$ cat src/hdl/tiid_pkg.sv
`timescale 1ns / 1ps
`default_nettype none

package tiid_pkg;

    // Number of MD5 rounds, one cell each, plus the finishing register.
    localparam int TIID_ROUNDS  = 64;
    localparam int TIID_LATENCY = TIID_ROUNDS + 1;

    // Mask applied to the top byte of the new identifier (clears universal/local).
    localparam logic [7:0] TIID_UL_MASK = 8'hfd;

    // MD5 initial chaining values.
    localparam logic [31:0] TIID_IV_A = 32'h67452301;
    localparam logic [31:0] TIID_IV_B = 32'hefcdab89;
    localparam logic [31:0] TIID_IV_C = 32'h98badcfe;
    localparam logic [31:0] TIID_IV_D = 32'h10325476;

    // Constant padding words of the single block (message length 128 bits).
    localparam logic [31:0] TIID_PAD_WORD = 32'h00000080;
    localparam logic [31:0] TIID_LEN_WORD = 32'h00000080;
    localparam logic [3:0]  TIID_PAD_IDX  = 4'd4;
    localparam logic [3:0]  TIID_LEN_IDX  = 4'd14;

    localparam logic [0:63][31:0] TIID_K = {
        32'hd76aa478, 32'he8c7b756, 32'h242070db, 32'hc1bdceee,
        32'hf57c0faf, 32'h4787c62a, 32'ha8304613, 32'hfd469501,
        32'h698098d8, 32'h8b44f7af, 32'hffff5bb1, 32'h895cd7be,
        32'h6b901122, 32'hfd987193, 32'ha679438e, 32'h49b40821,
        32'hf61e2562, 32'hc040b340, 32'h265e5a51, 32'he9b6c7aa,
        32'hd62f105d, 32'h02441453, 32'hd8a1e681, 32'he7d3fbc8,
        32'h21e1cde6, 32'hc33707d6, 32'hf4d50d87, 32'h455a14ed,
        32'ha9e3e905, 32'hfcefa3f8, 32'h676f02d9, 32'h8d2a4c8a,
        32'hfffa3942, 32'h8771f681, 32'h6d9d6122, 32'hfde5380c,
        32'ha4beea44, 32'h4bdecfa9, 32'hf6bb4b60, 32'hbebfbc70,
        32'h289b7ec6, 32'heaa127fa, 32'hd4ef3085, 32'h04881d05,
        32'hd9d4d039, 32'he6db99e5, 32'h1fa27cf8, 32'hc4ac5665,
        32'hf4292244, 32'h432aff97, 32'hab9423a7, 32'hfc93a039,
        32'h655b59c3, 32'h8f0ccc92, 32'hffeff47d, 32'h85845dd1,
        32'h6fa87e4f, 32'hfe2ce6e0, 32'ha3014314, 32'h4e0811a1,
        32'hf7537e82, 32'hbd3af235, 32'h2ad7d2bb, 32'heb86d391
    };

    localparam logic [0:15][4:0] TIID_S = {
        5'd7, 5'd12, 5'd17, 5'd22, 5'd5, 5'd9,  5'd14, 5'd20,
        5'd4, 5'd11, 5'd16, 5'd23, 5'd6, 5'd10, 5'd15, 5'd21
    };

    typedef struct packed {
        logic [63:0] iface_id;
        logic [63:0] history_token;
    } t_tiid_in;

    typedef struct packed {
        logic [63:0] new_iface_id;
        logic [63:0] new_token;
    } t_tiid_out;

    // Working state carried from cell to cell: chaining words and the four
    // message words that come from the transaction.
    typedef struct packed {
        logic [31:0]      a;
        logic [31:0]      b;
        logic [31:0]      c;
        logic [31:0]      d;
        logic [3:0][31:0] m;
    } t_tiid_cell;

    function automatic logic [31:0] bswap32(input logic [31:0] x);
        return {x[7:0], x[15:8], x[23:16], x[31:24]};
    endfunction

    // Message word index used by a round.
    function automatic logic [3:0] msg_index(input logic [5:0] round);
        logic [3:0] i4;
        logic [3:0] g;
        i4 = round[3:0];
        case (round[5:4])
            2'd0:    g = i4;
            2'd1:    g = 4'(i4 * 4'd5 + 4'd1);
            2'd2:    g = 4'(i4 * 4'd3 + 4'd5);
            2'd3:    g = 4'(i4 * 4'd7);
            default: g = i4;
        endcase
        return g;
    endfunction

    function automatic logic [31:0] rotl32(input logic [31:0] x, input logic [4:0] s);
        logic [63:0] w;
        w = {x, x} << s;
        return w[63:32];
    endfunction

endpackage

`default_nettype wire

$ cat src/hdl/tiid_finish.sv
`timescale 1ns / 1ps
`default_nettype none

module tiid_finish (
    input  wire logic                 i_clk,
    input  wire logic                 i_rst_n,
    input  wire logic                 i_valid,
    input  wire tiid_pkg::t_tiid_cell i_state,
    output logic                      o_valid,
    output tiid_pkg::t_tiid_out       o_result
);

    logic                r_valid;
    tiid_pkg::t_tiid_out r_result;
    tiid_pkg::t_tiid_out n_result;
    logic [31:0]         h0;
    logic [31:0]         h1;
    logic [31:0]         h2;
    logic [31:0]         h3;

    always_comb begin
        h0 = tiid_pkg::TIID_IV_A + i_state.a;
        h1 = tiid_pkg::TIID_IV_B + i_state.b;
        h2 = tiid_pkg::TIID_IV_C + i_state.c;
        h3 = tiid_pkg::TIID_IV_D + i_state.d;

        // Digest bytes leave each word least significant byte first.
        n_result.new_iface_id = {tiid_pkg::bswap32(h0), tiid_pkg::bswap32(h1)};
        n_result.new_token    = {tiid_pkg::bswap32(h2), tiid_pkg::bswap32(h3)};
        n_result.new_iface_id[63:56] = n_result.new_iface_id[63:56]
                                     & tiid_pkg::TIID_UL_MASK;
    end

    always_ff @(posedge i_clk) begin
        if (!i_rst_n) begin
            r_valid <= 1'b0;
        end else begin
            r_valid <= i_valid;
        end
        r_result <= n_result;
    end

    assign o_valid  = r_valid;
    assign o_result = r_result;

endmodule

`default_nettype wire

$ cat config.mk
export PLATFORM = sky130hd
export DESIGN_NAME = tiid_finish
export DESIGN_NICKNAME = d
export VERILOG_FILES = /design/src/hdl/tiid_pkg.sv /design/src/hdl/tiid_finish.sv
export SDC_FILE = /design/constraint.sdc
export NUM_CORES = 1
export LEC_CHECK = 0
export ABC_AREA = 1
export BUFFER_PORTS_ARGS = -buffer_cell sky130_fd_sc_hd__buf_2
export CORE_AREA = 2 2 152 154
export CTS_CLUSTER_SIZE = 30
export DETAILED_ROUTE_END_ITERATION = 8
export DIE_AREA = 0 0 154 156
export PLACE_DENSITY = 0.68
export SYNTH_ARGS = -nofsm -noshare
export SYNTH_HDL_FRONTEND = slang
export SYNTH_SLANG_ARGS = --single-unit
$ cat constraint.sdc
create_clock -name i_clk -period 1.78 [get_ports i_clk]
set_clock_uncertainty 0.05 [all_clocks]
set_input_delay 0.356 -clock i_clk [delete_from_list [all_inputs] [get_ports i_clk]]
set_output_delay 0.356 -clock i_clk [all_outputs]
set_load 0.05 [all_outputs]
==> results.toml, run 1 <==
[outcome]
status = "finished, final reports clean"

[hold_path]
worstHoldPathCells = 2
hp-start = "i_state[224]"
hold_class = "in2reg"
whs_endpoint = "o_result[120]"

[yosys]
synth_edf_count = 0
synth_cells = 1281
synth_compound_area_frac = 0.0445
synthSimpleGateAreaFrac = 0.458
synth_fp_nets = 1543
async_reset_ff_frac = 0
synth_top_area_frac = 0.333
syn_avg_cell_area_um2 = 6.01
synth-adder-area-share = 0.00487
synth_top_flop_cell = "dfxtp_1"
synth.area.top_cells = "dfxtp_1, nand2_1, inv_1"
ys_seq_elements = 128
synth_common_cells = "nand2_1, inv_1, nor2_1, dfxtp_1, nand3_1"
yosysWarnings = 0
ys_seq_area_frac = 0.333
synthDistinctLibCells = 35
synth_top_family_by_area = "simple AND/OR/NAND/NOR gates"
synth.most_common_cell = "nand2_1"
synth-xor-area-share = 0.0580
yosysTopAreaCell = "dfxtp_1"
synth_area_mm2 = 0.00770
muxShareOfSynthArea = 0

[setup_path]
worst_path_largest_cell_delay_ns = 0.41
critPathLaunchType = "flop"
slowest_stage = "dfxtp_1"
worstPathRequired_ns = 1.37
endpoint_kind = "output port"
crit_fanout = 1
cp.arrival_ns = 1.12
crit_family = "flip-flops"
path_class = "reg2out"
crit_chain = "buf_2"
path_buf_inv = 1

[drt]
first_iter_violations = 431
vias = 8615
post_drt_wl_per_cell_um = 13.4
viasPerCell = 4.64
wl_mm = 24.9
ant_nets = 0
drtPass1Iterations = 5
drcViolationCount = 0

[timing]
maxSlewViolCount = 0
fin_crit_ns = 1.53
fmax_mhz = 655
finalSetupTns_ns = 0
post-route-period-util = 0.858
setup_violations = 0
rsz0062_at_grt = "no"
hold_viol = 0

[clock_network]
htree_levels = 4
ctsResizeCount = 0
clockRootBuffer = "clkbuf_16"
cts_tree = "built"
cts_max_path_buffers = 2
cts.sinks = 128
numCtsBuffers = 17
clk_pin_slew_ns = 0.06

[grt]
grt_pass1_wl_mm = 39.7
grt_util_met1 = 0.279
grt_use_met3 = 0.0464
grt_max_degree = 17
use_met2 = 0.334
antenna_found_initial = 0
grt_pass1_vias = 8123
busiest_layer = "met2"
grt.total_usage = 0.207
grt_overflow = 0

[floorplan]
die_area_mm2 = 0.0240
die_h_um = 156
die_width_um = 154
pin_count = 388
start_util = 0.344
rows = 55
coreArea_mm2 = 0.0224

[power_and_ir_drop]
power.leakage_nw = 5.52
pwr-share-seq = 0.351
powerDensity_mw_per_mm2 = 917
peakVddDrop_v = 0.000519
power.net_switching_mw = 3.31
power.internal_mw = 5.82
p_sw_frac = 0.363
power.clock.fraction = 0.382
combPwrFrac = 0.267

[finish]
seq_area_mm2 = 0.00256
n_antenna_cell = 0
syn2layout_area_growth_pct = 29.3
drive_gt1_frac = 0.220
nets = 1822
fillers = 2389
multiInputGateArea_mm2 = 0.00436
finalNonFillerCells = 1857

[placement]
portBuffers = 258
hpwlAfterDp_mm = 20.8
place_congestion = 0.945
place_inst = 1824

[job]
drv_cap = 0
[power groups by stage]
stage / Combinational (mW) / Clock (mW) / Sequential [mW]
after global placement: 2.42 / 0 / 3.27
after CTS: 2.44 / 3.59 / 3.21
after detailed placement: 2.43 / 0 / 3.27
after floorplan: 0.708 / 0 / 4.23
final: 2.44 / 3.49 / 3.21
after global routing: 2.62 / 3.69 / 3.23
[flip-flops by register name (all words and copies together) (netlist names)]
signal and count:
o_result 127, o_valid 1
[per-layer routing]
metal / vias to the layer above / wire [um]
met5: - / 0
met4: 0 / 418
met3: 27 / 1920
met2: 310 / 10800
met1: 3788 / 11800
li1: 4490 / -
[worst max-delay path by stage]
stage	start	to	depth (start not counted)
6_report	o_result[90]	o_result[90]	1
5_1_grt	o_result[90]	o_result[90]	1
4_1_cts	o_result[90]	o_result[90]	1
3_5_place_dp	i_state[129]	o_result[5]	12
3_3_place_gp	i_state[129]	o_result[5]	12
2_1_floorplan	i_state[129]	o_result[9]	9
[per-stage QoR]
step                power [mW]  setup slack, ns   util  hold slack, ns  cell area, um2
floorplan                 4.94            0.352      -           0.334            7700
global placement          5.69           0.0418  0.419           0.411            9360
detailed placement        5.69          0.00558  0.419           0.413            9360
CTS                       9.23            0.242  0.445          0.0334            9960
global route              9.54            0.234  0.445          0.0414            9960
finish                    9.13            0.253  0.445          0.0491            9960
[timing repair]
action,4_1_cts,5_1_grt
hold buffers,2,0
hold endpoints to repair,2,0
buffers inserted,0,0
[layout by cell type, fill, tap and decap left out, types with 14 or more instances in the layout]
cell	count
clkbuf_16	17
nor2_1	177
nand4_1	17
o21ai_0	14
inv_1	182
buf_2	258
a21oi_1	28
nand3_1	120
nand2_1	467
dfxtp_1	128
xor2_1	48
[cell families after synthesis]
| kind of cell | count (synthesis) |
|---|---|
| xor+xnor | 51 |
| other cells | 1 |
| compound gates | 60 |
| fa+ha+maj | 3 |
| flops | 128 |
| simple gates | 836 |
| buf+inv | 202 |
[area by class of cell]
cell class,count,area share
Clock buffer,18,0.0441
Clock inverter,13,0.0141
Inverter,192,0.0724
Multi-Input combinational cell,951,0.437
Sequential cell,128,0.257
Tap cell,285,0.0358
Timing Repair Buffer,270,0.139
Note: power is estimated with default switching activity, not from simulation.
==> inputs of run 2 (changes only) <==
- CORE_AREA: 2 2 152 154 -> 2 2 151 153
- DIE_AREA: 0 0 154 156 -> 0 0 153 155
- PLACE_DENSITY: 0.68 -> 0.69
==> run 2 against run 1 <==
Compared with the run above:
- fmax up 5.3%
- combinational power about the same
- worst hold slack better by 0.0039 ns
- total power up 0.78%
- wire length down 1.3%
- sequential share of layout area about the same
- largest cell class unchanged
- utilization up 0.29 points
==> results.toml, run 2 (synthesis gave the netlist of run 1 again) <==
[outcome]
status = "finished, final reports clean"

[drt]
post_drt_wl_per_cell_um = 13.2
viasPerCell = 4.70
first_iter_violations = 532
wl_mm = 24.6
ant_nets = 0
drcViolationCount = 0
vias = 8745
drtPass1Iterations = 7

[finish]
fillers = 2378
nets = 1821
largest_reg_flops = 127
final_common_cell = "nand2_1"
postLayoutCoreUtil = 0.448
finalInstanceArea_mm2 = 0.00996
multiInputGateArea_mm2 = 0.00436
syn2layout_area_growth_pct = 29.3
drive_gt1_frac = 0.219
finalNonFillerCells = 1859
layout_common_cells = "nand2_1, buf_2, inv_1"
seq_area_mm2 = 0.00256

[clock_network]
clk_pin_slew_ns = 0.06
numCtsBuffers = 17
cts.sinks = 128
clockRootBuffer = "clkbuf_16"
htree_levels = 4
cts_tree = "built"
cts_max_path_buffers = 2

[timing]
maxSlewViolCount = 0
fin_hold_ws_ns = 0.0530
rsz0062_at_grt = "no"
fin_crit_ns = 1.45
finalSetupTns_ns = 0
hold_viol = 0
post-route-period-util = 0.815
setup_violations = 0
fmax_mhz = 690
setup_ws_ns = 0.330

[floorplan]
die_h_um = 155
rows = 55
die_area_mm2 = 0.0237
coreArea_mm2 = 0.0222
start_util = 0.347
die_width_um = 153
pin_count = 388

[grt]
antenna_found_initial = 2
grt_pass1_vias = 8190
grt_pass1_wl_mm = 39.6
grt_max_degree = 17
grt_overflow = 0
grt.total_usage = 0.207

[placement]
dpl_cell_area_mm2 = 0.00935
place_congestion = 0.951
portBuffers = 258
hpwlAfterDp_mm = 20.5
preCtsSetupSlack_ns = 0.0361
place_inst = 1823

[setup_path]
worstPathRequired_ns = 1.37
slowest_stage = "dfxtp_1"
crit_family = "flip-flops"
critPathLaunchType = "flop"
worst_path_largest_cell_delay_ns = 0.35
worstSetupStartpoint = "o_result[94]"
cp.arrival_ns = 1.04
path_class = "reg2out"
crit_fanout = 1
crit_chain = "buf_2"
endpoint_kind = "output port"
path_buf_inv = 1

[power_and_ir_drop]
combPwrFrac = 0.264
power.leakage_nw = 5.52
power.net_switching_mw = 3.39
powerDensity_mw_per_mm2 = 923
power.clock.fraction = 0.388
p_sw_frac = 0.369
pwr-share-seq = 0.348
finalPower_mw = 9.20
power.internal_mw = 5.81
peakVddDrop_v = 0.000533

[hold_path]
hp-start = "i_state[224]"
hold_class = "in2reg"

[job]
drv_cap = 0
run 2: routing by layer:
layer | part of all wire | global-route usage
met1 | 0.47 | 0.276
met2 | 0.44 | 0.332
met3 | 0.073 | 0.0446
met4 | 0.022 | 0.0736
met5 | 0 | 0
run 2: path summary, 6_finish.rpt:
| check | endpoint | slack, ns | depth (start not counted) |
|---|---|---|---|
| worst min-delay path | o_result[120] | 0.05 | 2 |
| worst max-delay path | o_result[94] | 0.33 | 1 |
run 2: timing repair:
| action | 4_1_cts | 5_1_grt |
|---|---|---|
| buffers inserted | 0 | 0 |
| hold endpoints to repair | 2 | 0 |
| gates resized for setup | 0 | 0 |
| hold buffers | 2 | 0 |
run 2: power by group through the flow:
stage	Sequential [mW]	Clock (mW)	Combinational, mW
4_1_cts	3.21	3.66	2.43
2_1_floorplan	4.23	0	0.708
5_1_grt	3.23	3.80	2.61
3_3_place_gp	3.26	0	2.41
3_5_place_dp	3.27	0	2.42
6_report	3.20	3.57	2.43
run 2: area by class of cell:
type / count / share of cell area
antenna: 2 / 0.000502
clock buffer: 18 / 0.0431
clock inverter: 14 / 0.0157
inverter: 192 / 0.0723
multi-input combinational: 951 / 0.437
sequential: 128 / 0.257
tap: 285 / 0.0358
timing repair buffer: 269 / 0.138
