**src/hdl/tiid_pkg.sv**
```systemverilog
`timescale 1ns / 1ps
`default_nettype none

package tiid_pkg;

    // Number of MD5 rounds, one cell each, plus the finishing register.
    localparam int TIID_ROUNDS  = 64;
    localparam int TIID_LATENCY = TIID_ROUNDS + 1;

    // Mask applied to the top byte of the new identifier (clears universal/local).
    localparam logic [7:0] TIID_UL_MASK = 8'hfd;

    // MD5 initial chaining values.
    localparam logic [31:0] TIID_IV_A = 32'h67452301;
    localparam logic [31:0] TIID_IV_B = 32'hefcdab89;
    localparam logic [31:0] TIID_IV_C = 32'h98badcfe;
    localparam logic [31:0] TIID_IV_D = 32'h10325476;

    // Constant padding words of the single block (message length 128 bits).
    localparam logic [31:0] TIID_PAD_WORD = 32'h00000080;
    localparam logic [31:0] TIID_LEN_WORD = 32'h00000080;
    localparam logic [3:0]  TIID_PAD_IDX  = 4'd4;
    localparam logic [3:0]  TIID_LEN_IDX  = 4'd14;

    localparam logic [0:63][31:0] TIID_K = {
        32'hd76aa478, 32'he8c7b756, 32'h242070db, 32'hc1bdceee,
        32'hf57c0faf, 32'h4787c62a, 32'ha8304613, 32'hfd469501,
        32'h698098d8, 32'h8b44f7af, 32'hffff5bb1, 32'h895cd7be,
        32'h6b901122, 32'hfd987193, 32'ha679438e, 32'h49b40821,
        32'hf61e2562, 32'hc040b340, 32'h265e5a51, 32'he9b6c7aa,
        32'hd62f105d, 32'h02441453, 32'hd8a1e681, 32'he7d3fbc8,
        32'h21e1cde6, 32'hc33707d6, 32'hf4d50d87, 32'h455a14ed,
        32'ha9e3e905, 32'hfcefa3f8, 32'h676f02d9, 32'h8d2a4c8a,
        32'hfffa3942, 32'h8771f681, 32'h6d9d6122, 32'hfde5380c,
        32'ha4beea44, 32'h4bdecfa9, 32'hf6bb4b60, 32'hbebfbc70,
        32'h289b7ec6, 32'heaa127fa, 32'hd4ef3085, 32'h04881d05,
        32'hd9d4d039, 32'he6db99e5, 32'h1fa27cf8, 32'hc4ac5665,
        32'hf4292244, 32'h432aff97, 32'hab9423a7, 32'hfc93a039,
        32'h655b59c3, 32'h8f0ccc92, 32'hffeff47d, 32'h85845dd1,
        32'h6fa87e4f, 32'hfe2ce6e0, 32'ha3014314, 32'h4e0811a1,
        32'hf7537e82, 32'hbd3af235, 32'h2ad7d2bb, 32'heb86d391
    };

    localparam logic [0:15][4:0] TIID_S = {
        5'd7, 5'd12, 5'd17, 5'd22, 5'd5, 5'd9,  5'd14, 5'd20,
        5'd4, 5'd11, 5'd16, 5'd23, 5'd6, 5'd10, 5'd15, 5'd21
    };

    typedef struct packed {
        logic [63:0] iface_id;
        logic [63:0] history_token;
    } t_tiid_in;

    typedef struct packed {
        logic [63:0] new_iface_id;
        logic [63:0] new_token;
    } t_tiid_out;

    // Working state carried from cell to cell: chaining words and the four
    // message words that come from the transaction.
    typedef struct packed {
        logic [31:0]      a;
        logic [31:0]      b;
        logic [31:0]      c;
        logic [31:0]      d;
        logic [3:0][31:0] m;
    } t_tiid_cell;

    function automatic logic [31:0] bswap32(input logic [31:0] x);
        return {x[7:0], x[15:8], x[23:16], x[31:24]};
    endfunction

    // Message word index used by a round.
    function automatic logic [3:0] msg_index(input logic [5:0] round);
        logic [3:0] i4;
        logic [3:0] g;
        i4 = round[3:0];
        case (round[5:4])
            2'd0:    g = i4;
            2'd1:    g = 4'(i4 * 4'd5 + 4'd1);
            2'd2:    g = 4'(i4 * 4'd3 + 4'd5);
            2'd3:    g = 4'(i4 * 4'd7);
            default: g = i4;
        endcase
        return g;
    endfunction

    function automatic logic [31:0] rotl32(input logic [31:0] x, input logic [4:0] s);
        logic [63:0] w;
        w = {x, x} << s;
        return w[63:32];
    endfunction

endpackage

`default_nettype wire

```
**src/hdl/tiid_round_cell.sv**
```systemverilog
`timescale 1ns / 1ps
`default_nettype none

module tiid_round_cell (
    input  wire logic                 i_clk,
    input  wire logic                 i_rst_n,
    input  wire logic [5:0]           i_round,
    input  wire logic                 i_valid,
    input  wire tiid_pkg::t_tiid_cell i_state,
    output logic                      o_valid,
    output tiid_pkg::t_tiid_cell      o_state
);

    logic                 r_valid;
    tiid_pkg::t_tiid_cell r_state;
    tiid_pkg::t_tiid_cell n_state;
    logic [31:0]          f;
    logic [31:0]          msg;
    logic [31:0]          sum;
    logic [3:0]           g;

    always_comb begin
        case (i_round[5:4])
            2'd0:    f = (i_state.b & i_state.c) | (~i_state.b & i_state.d);
            2'd1:    f = (i_state.d & i_state.b) | (~i_state.d & i_state.c);
            2'd2:    f = i_state.b ^ i_state.c ^ i_state.d;
            2'd3:    f = i_state.c ^ (i_state.b | ~i_state.d);
            default: f = '0;
        endcase

        // Only the first four words come from the transaction; the rest of
        // the block is fixed padding.
        g = tiid_pkg::msg_index(i_round);
        if (g < 4'd4) begin
            msg = i_state.m[g[1:0]];
        end else if (g == tiid_pkg::TIID_PAD_IDX) begin
            msg = tiid_pkg::TIID_PAD_WORD;
        end else if (g == tiid_pkg::TIID_LEN_IDX) begin
            msg = tiid_pkg::TIID_LEN_WORD;
        end else begin
            msg = '0;
        end

        sum = f + i_state.a + tiid_pkg::TIID_K[i_round] + msg;

        n_state   = i_state;
        n_state.a = i_state.d;
        n_state.d = i_state.c;
        n_state.c = i_state.b;
        n_state.b = i_state.b
                  + tiid_pkg::rotl32(sum, tiid_pkg::TIID_S[{i_round[5:4], i_round[1:0]}]);
    end

    always_ff @(posedge i_clk) begin
        if (!i_rst_n) begin
            r_valid <= 1'b0;
        end else begin
            r_valid <= i_valid;
        end
        r_state <= n_state;
    end

    assign o_valid = r_valid;
    assign o_state = r_state;

endmodule

`default_nettype wire

```
**config.mk**
```make
export PLATFORM = sky130hd
export DESIGN_NAME = tiid_round_cell
export DESIGN_NICKNAME = d
export VERILOG_FILES = /design/src/hdl/tiid_pkg.sv /design/src/hdl/tiid_round_cell.sv
export SDC_FILE = /design/constraint.sdc
export NUM_CORES = 1
export LEC_CHECK = 0
export BUFFER_PORTS_ARGS = -buffer_cell sky130_fd_sc_hd__buf_2
export CORE_ASPECT_RATIO = 0.75
export CORE_MARGIN = 2
export CORE_UTILIZATION = 40
export CTS_CLUSTER_DIAMETER = 120
export CTS_CLUSTER_SIZE = 25
export DETAILED_ROUTE_END_ITERATION = 8
export HOLD_SLACK_MARGIN = 0.03
export SLEW_MARGIN = 20
export SYNTH_ARGS = -nofsm -noshare
export SYNTH_HDL_FRONTEND = slang
export SYNTH_SLANG_ARGS = --single-unit
```
**constraint.sdc**
```tcl
create_clock -name i_clk -period 37.4 [get_ports i_clk]
set_clock_uncertainty 0.2 [all_clocks]
set_input_delay 11.22 -clock i_clk [delete_from_list [all_inputs] [get_ports i_clk]]
set_output_delay 11.22 -clock i_clk [all_outputs]
set_load 0.02 [all_outputs]
```
==> out/metrics.csv, run 1 <==
metric;value;unit
Starting Density;40.33;%
Switching Fraction;51.85;%
# IOs;522;
CTS Root Cell;clkbuf_16;
RSZ-0062 raised after global routing;no;
Top cell by count, worst path;fa_1;
final std cells w/o fill;3239;
Synth warnings;0;
vias;19650;
Post-Syn Nets;2626;
Tcrit/Tclk final;60.63;%
# setup viols final;0;
die width;255.7;um
Area growth, synth to finish;18.49;%
max-slew violation count;0;
Buf/Inv on CP;5;
die height;192.8;um
CTS buffer count;14;
antenna violations before repair;7;
cell family with most CP delay;compound AO/OA/AOI/OAI gates;
GR Util All Layers;32.67;%
worst hold path type;input pin to register;
Synth Flop Type;dfxtp_1;
post-synthesis cell area;19010;um2
Max Cap Violations;0;
metal2 WL;35300;um
worst setup path category;input pin to register;
CTS H-tree depth;1;
Setup Fix Bufs, Post-CTS;0;
floorplan row count;69;
Routability Congestion;1.007;
Clock Path Buffers;3;
Initial DRT Pass Iterations;5;
Synth area leaders;dfxtp_1, ha_1, fa_1;
# fillers;4589;
Post-synth EDFFs;0;
Slew HR;20.25;%
Mapped Cells;2165;
vias per cell;6.068;
crit-path max cell delay;0.61;ns
CP max-delay cell;clkinv_1;
number of DRC markers in iteration 0;2401;
share of layout cells above drive strength 1;25.33;%
first-pass GRT wire length;120400;um
peak supply drop;43.52;uV
count leader, synth;dfxtp_1;
Fmax achieved;0.04410;GHz
CTS Hold Bufs;0;
CTS tree;built;
status;complete, no violations;
Yosys reg bits;257;
post-synth cell types;100;
nets;3057;
global route overflow;0;
Detailed Route WL;83930;um
Pwr per Cell Area;78.32;nW/um2
IO Port Bufs;521;
crit path launch type;input pin;
Worst Setup End Kind;register;
Setup TNS;0;ns
post-DP HPWL;68100;um
Yosys top cell by area;dfxtp_1;
placed insts;3219;
largest net degree at the start of global routing;82;
Switching Power;914.8;uW
register area;5145;um2
highest metal used;met5;
Yosys top cell area share;27.06;%
vias in the first global route;18090;
Leakage;0.01017;uW
clk sinks;257;
clock power share;9.5;%
Multi-input gate area;12930;um2
core area;47140;um2
Reg power frac;18.1;%
wire length per cell;25.91;um
final hold viol count;0;
Synth top cells by count;dfxtp_1, nand2_1, o21ai_0;
Max Fanout on Critical Path;59;
cell-internal power;849.4;uW
Die ar.;49310;um2
Seq/Total Area, Yosys;27.06;%
Met1 Wirelength;37860;um
ys async rst share;0;%
worst-margin pin slew;1.192;ns
Comb power frac;72.4;%
Post-DRT Antenna Nets;0;
post_cts resized;0;
WL met3;8836;um
crit path time final;22.68;ns
clock-pin slew on the worst setup and hold paths;0.10;ns
Worst EP arrival;22.93;ns
Post-route DRC;0;
Mean Syn Cell Area;8.782;um2
Req. time, crit path;37.66;ns
==> sequential cells by signal, summed over array words and instances, names as in the netlist <==
name / flops
o_state: 256
o_valid: 1
==> through the flow <==
stage / power (uW) / cell area (um2) / hold slack [ns] / utilization (%) / worst slack, ns
after global placement: 1550 / 22120 / 11.14 / 46.93 / 14.71
after detailed placement: 1560 / 22120 / 11.14 / 46.93 / 14.54
final: 1764 / 22530 / 10.59 / 47.79 / 14.72
after floorplan: 1194 / 19010 / 11.05 / - / 16.43
after CTS: 1732 / 22520 / 10.57 / 47.78 / 15.07
after global routing: 1879 / 22520 / 10.57 / 47.78 / 14.23
==> logic make-up (layout without fill, tap and decap cells) <==
logic type / count (synthesis) / after routing / share of synthesized area, %
xor gates and xnor gates: 84 / 84 / 4.271
adders and majority gates: 196 / 196 / 15.58
DFF: 257 / 257 / 27.06
and+or+nand+nor: 605 / 605 / 15.21
AOI/OAI and AO/OA: 673 / 673 / 24.49
other: 0 / 2 / 0
muxes: 103 / 103 / 8.161
buffers and inverters: 247 / 680 / 5.219
==> metal layers <==
layer | global-route usage, % | vias up
met5 | 0 | -
met4 | 7.197 | 8
met3 | 7.302 | 102
met2 | 49.07 | 1170
met1 | 47.58 | 9552
li1 | - | 8822
==> layout make-up <==
type | instances | share of cell area, %
inverters | 115 | 1.916
repair buffers | 547 | 12.48
diodes | 2 | 0.02222
well taps | 639 | 3.549
flip-flops and latches | 257 | 22.84
clock inverters | 3 | 0.1111
multi-input cells | 1661 | 57.42
clock buffers | 15 | 1.666
==> power groups by stage <==
| stage | Combinational, uW | Sequential (uW) | Clock [uW] |
|---|---|---|---|
| final | 1280 | 320 | 167 |
| after CTS | 1240 | 320 | 172 |
| after floorplan | 828 | 366 | 0 |
| after global placement | 1220 | 326 | 0 |
| after detailed placement | 1230 | 326 | 0 |
| after global routing | 1380 | 323 | 179 |
==> layout by cell type, fill, tap and decap left out, types with 33 or more instances in the layout <==
| cell | n |
|---|---|
| a21o_1 | 37 |
| nand2_1 | 172 |
| dfxtp_1 | 257 |
| nor3_1 | 63 |
| mux2i_1 | 52 |
| buf_2 | 518 |
| nand2b_1 | 45 |
| o211ai_1 | 35 |
| inv_1 | 110 |
| fa_1 | 68 |
| ha_1 | 128 |
| xnor2_1 | 65 |
| nand3_1 | 68 |
| a21oi_1 | 132 |
| o21ai_0 | 142 |
| nor2b_1 | 33 |
| nor2_1 | 143 |
| mux4_2 | 39 |
| a211oi_1 | 43 |
==> path summary, 6_finish.rpt <==
path / from / endpoint / slack (ns) / depth (start not counted)
setup / recovery: i_round[2] / o_state[220]$_DFF_P_ / 14.72 / 39
hold / removal: i_state[1] / o_state[1]$_DFF_P_ / 10.59 / 1
(Power assumes the default switching activity.)
==> inputs of run 2 (changes only) <==
--- a/config.mk
+++ b/config.mk
@@ -13,6 +13,7 @@
 export CTS_CLUSTER_SIZE = 25
 export DETAILED_ROUTE_END_ITERATION = 8
 export HOLD_SLACK_MARGIN = 0.03
+export PLACE_DENSITY = 0.66
 export SLEW_MARGIN = 20
 export SYNTH_ARGS = -nofsm -noshare
 export SYNTH_HDL_FRONTEND = slang
==> constraint.sdc (replaced) <==
create_clock -name i_clk -period 18.4 [get_ports i_clk]
set_clock_uncertainty 0.2 [all_clocks]
set_input_delay 5.52 -clock i_clk [delete_from_list [all_inputs] [get_ports i_clk]]
set_output_delay 5.52 -clock i_clk [all_outputs]
set_load 0.02 [all_outputs]
==> run 2 against run 1 <==
Compared with the run above:
- first-iteration DRC count fell by 8.7%
- design area rose by 0.31%
- largest power group unchanged
- count of clock-buffer cells in the layout unchanged
- clock power grew 100%
- sequential share of layout area shrank 0.071 points
- sequential power is 100% higher
- critical path type unchanged
- highest routed layer unchanged
- worst setup slack worse by 13 ns
- critical path depth shrank 2
- cell count grew 0.31%
- core utilization grew 0.15 points
- total power rose by 100%
- sequential cell count unchanged
==> out/metrics.csv, run 2 (synthesized netlist as in run 1, its figures left out) <==
metric;value;unit
vias;19620;
RSZ-0062 raised after global routing;no;
crit path launch type;input pin;
die height;192.8;um
clock power share;9.4;%
CTS tree;built;
status;complete, no violations;
number of DRC markers in iteration 0;2192;
Post-route DRC;0;
placed insts;3230;
commonest non-fill, non-tap cell in the layout;buf_2;
Switching Fraction;51.50;%
Req. time, crit path;18.66;ns
crit-path max cell delay;0.70;ns
# setup viols final;0;
Max Cap Violations;0;
CP max-delay cell;a211oi_1;
clk sinks;257;
Worst Setup End Kind;register;
Multi-input gate area;12930;um2
worst-margin pin slew;1.026;ns
GR Util All Layers;31.97;%
Detailed Route WL;82370;um
# fillers;4592;
Max Fanout on Critical Path;25;
# IOs;522;
worst setup path category;input pin to register;
Setup TNS;0;ns
share of layout cells above drive strength 1;25.61;%
Slew HR;30.74;%
Tcrit/Tclk final;88.00;%
crit path time final;16.19;ns
Setup crit end;o_state[220]$_DFF_P_;
Clock Path Buffers;3;
register area;5145;um2
Pwr per Cell Area;158.6;nW/um2
first-pass GRT wire length;118100;um
Initial DRT Pass Iterations;7;
Fmax achieved;0.06176;GHz
worst hold path type;input pin to register;
highest metal used;met5;
max-slew violation count;0;
global route overflow;0;
final std cells w/o fill;3249;
Routability Congestion;1.040;
floorplan row count;69;
Worst EP arrival;16.45;ns
largest net degree at the start of global routing;87;
post-DP HPWL;66730;um
Hold Startpoint;i_state[58];
die width;255.7;um
vias in the first global route;17990;
cell-internal power;1738;uW
Post-DRT Antenna Nets;0;
Area growth, synth to finish;18.86;%
wire length per cell;25.35;um
Setup Fix Bufs, Post-CTS;0;
Largest register FFs;256;
CTS Root Cell;clkbuf_16;
WL met3;9368;um
vias per cell;6.039;
core area;47140;um2
Met1 Wirelength;36020;um
Starting Density;40.33;%
Die ar.;49310;um2
nets;3068;
peak supply drop;100.3;uV
antenna violations before repair;4;
Switching Power;1845;uW
clock-pin slew on the worst setup and hold paths;0.10;ns
metal2 WL;34530;um
post_cts resized;0;
most frequent cells in the layout;buf_2, dfxtp_1, nand2_1;
CTS H-tree depth;1;
CTS Hold Bufs;0;
CTS buffer count;14;
IO Port Bufs;521;
Leakage;0.01022;uW
Comb power frac;72.5;%
Reg power frac;18.1;%
final hold viol count;0;
Worst Setup SP;i_round[0];
run 2: cell types whose count changed in the layout (fill, tap and decap cells not counted):
cell | previous run | this run
mux2i_2 | 0 | 1
buf_4 | 29 | 40
clkinv_4 | 1 | 0
mux2i_4 | 1 | 0
inv_12 | 0 | 1
inv_8 | 1 | 0
run 2: stage by stage:
| stage | setup WS [ns] | power [uW] | hold WS [ns] | utilization (%) | instance area [um2] |
|---|---|---|---|---|---|
| global route | 1.747 | 3811 | 4.870 | 47.93 | 22590 |
| CTS | 2.525 | 3514 | 4.863 | 47.93 | 22590 |
| finish | 2.208 | 3583 | 4.901 | 47.94 | 22600 |
| floorplan | 3.130 | 2427 | 5.348 | - | 19010 |
| detailed placement | 2.010 | 3163 | 5.437 | 47.09 | 22200 |
| global placement | 2.384 | 3133 | 5.435 | 47.09 | 22200 |
run 2: area by class of cell:
cell class	count	area share (%)
antenna	2	0.02215
clock inverter	2	0.09413
multi-input combinational	1661	57.20
timing repair buffer	558	12.80
clock buffer	15	1.661
sequential	257	22.77
inverter	115	1.910
tap	639	3.538
run 2: critical path: cells and delay by family:
family          cells  cell delay [ns]
mux                 2             0.49
simple gates        5             1.07
fa+ha+maj           6             2.57
compound gates     18             5.29
buf+inv             6             1.47
run 2: worst min path at each step:
stage          slack [ns]                   to  cells past startpoint
6_report             4.90  o_state[58]$_DFF_P_                      1
5_1_grt              4.87  o_state[35]$_DFF_P_                      1
4_1_cts              4.86  o_state[99]$_DFF_P_                      1
3_5_place_dp         5.44  o_state[99]$_DFF_P_                      1
3_3_place_gp         5.44  o_state[49]$_DFF_P_                      1
2_1_floorplan        5.35   o_state[0]$_DFF_P_                      0
run 2: per-layer routing:
metal / GRT usage, % / vias to the layer above
met4: 7.917 / 8
met1: 44.52 / 9435
met3: 9.574 / 139
met2: 48.15 / 1194
met5: 1.587 / -
li1: - / 8846
run 2: power by group through the flow:
| stage | registers [uW] | clock network [uW] | logic (uW) |
|---|---|---|---|
| after floorplan | 744 | 0 | 1680 |
| after global placement | 662 | 0 | 2470 |
| after detailed placement | 662 | 0 | 2500 |
| after CTS | 650 | 349 | 2520 |
| after global routing | 655 | 367 | 2790 |
| final | 649 | 338 | 2600 |
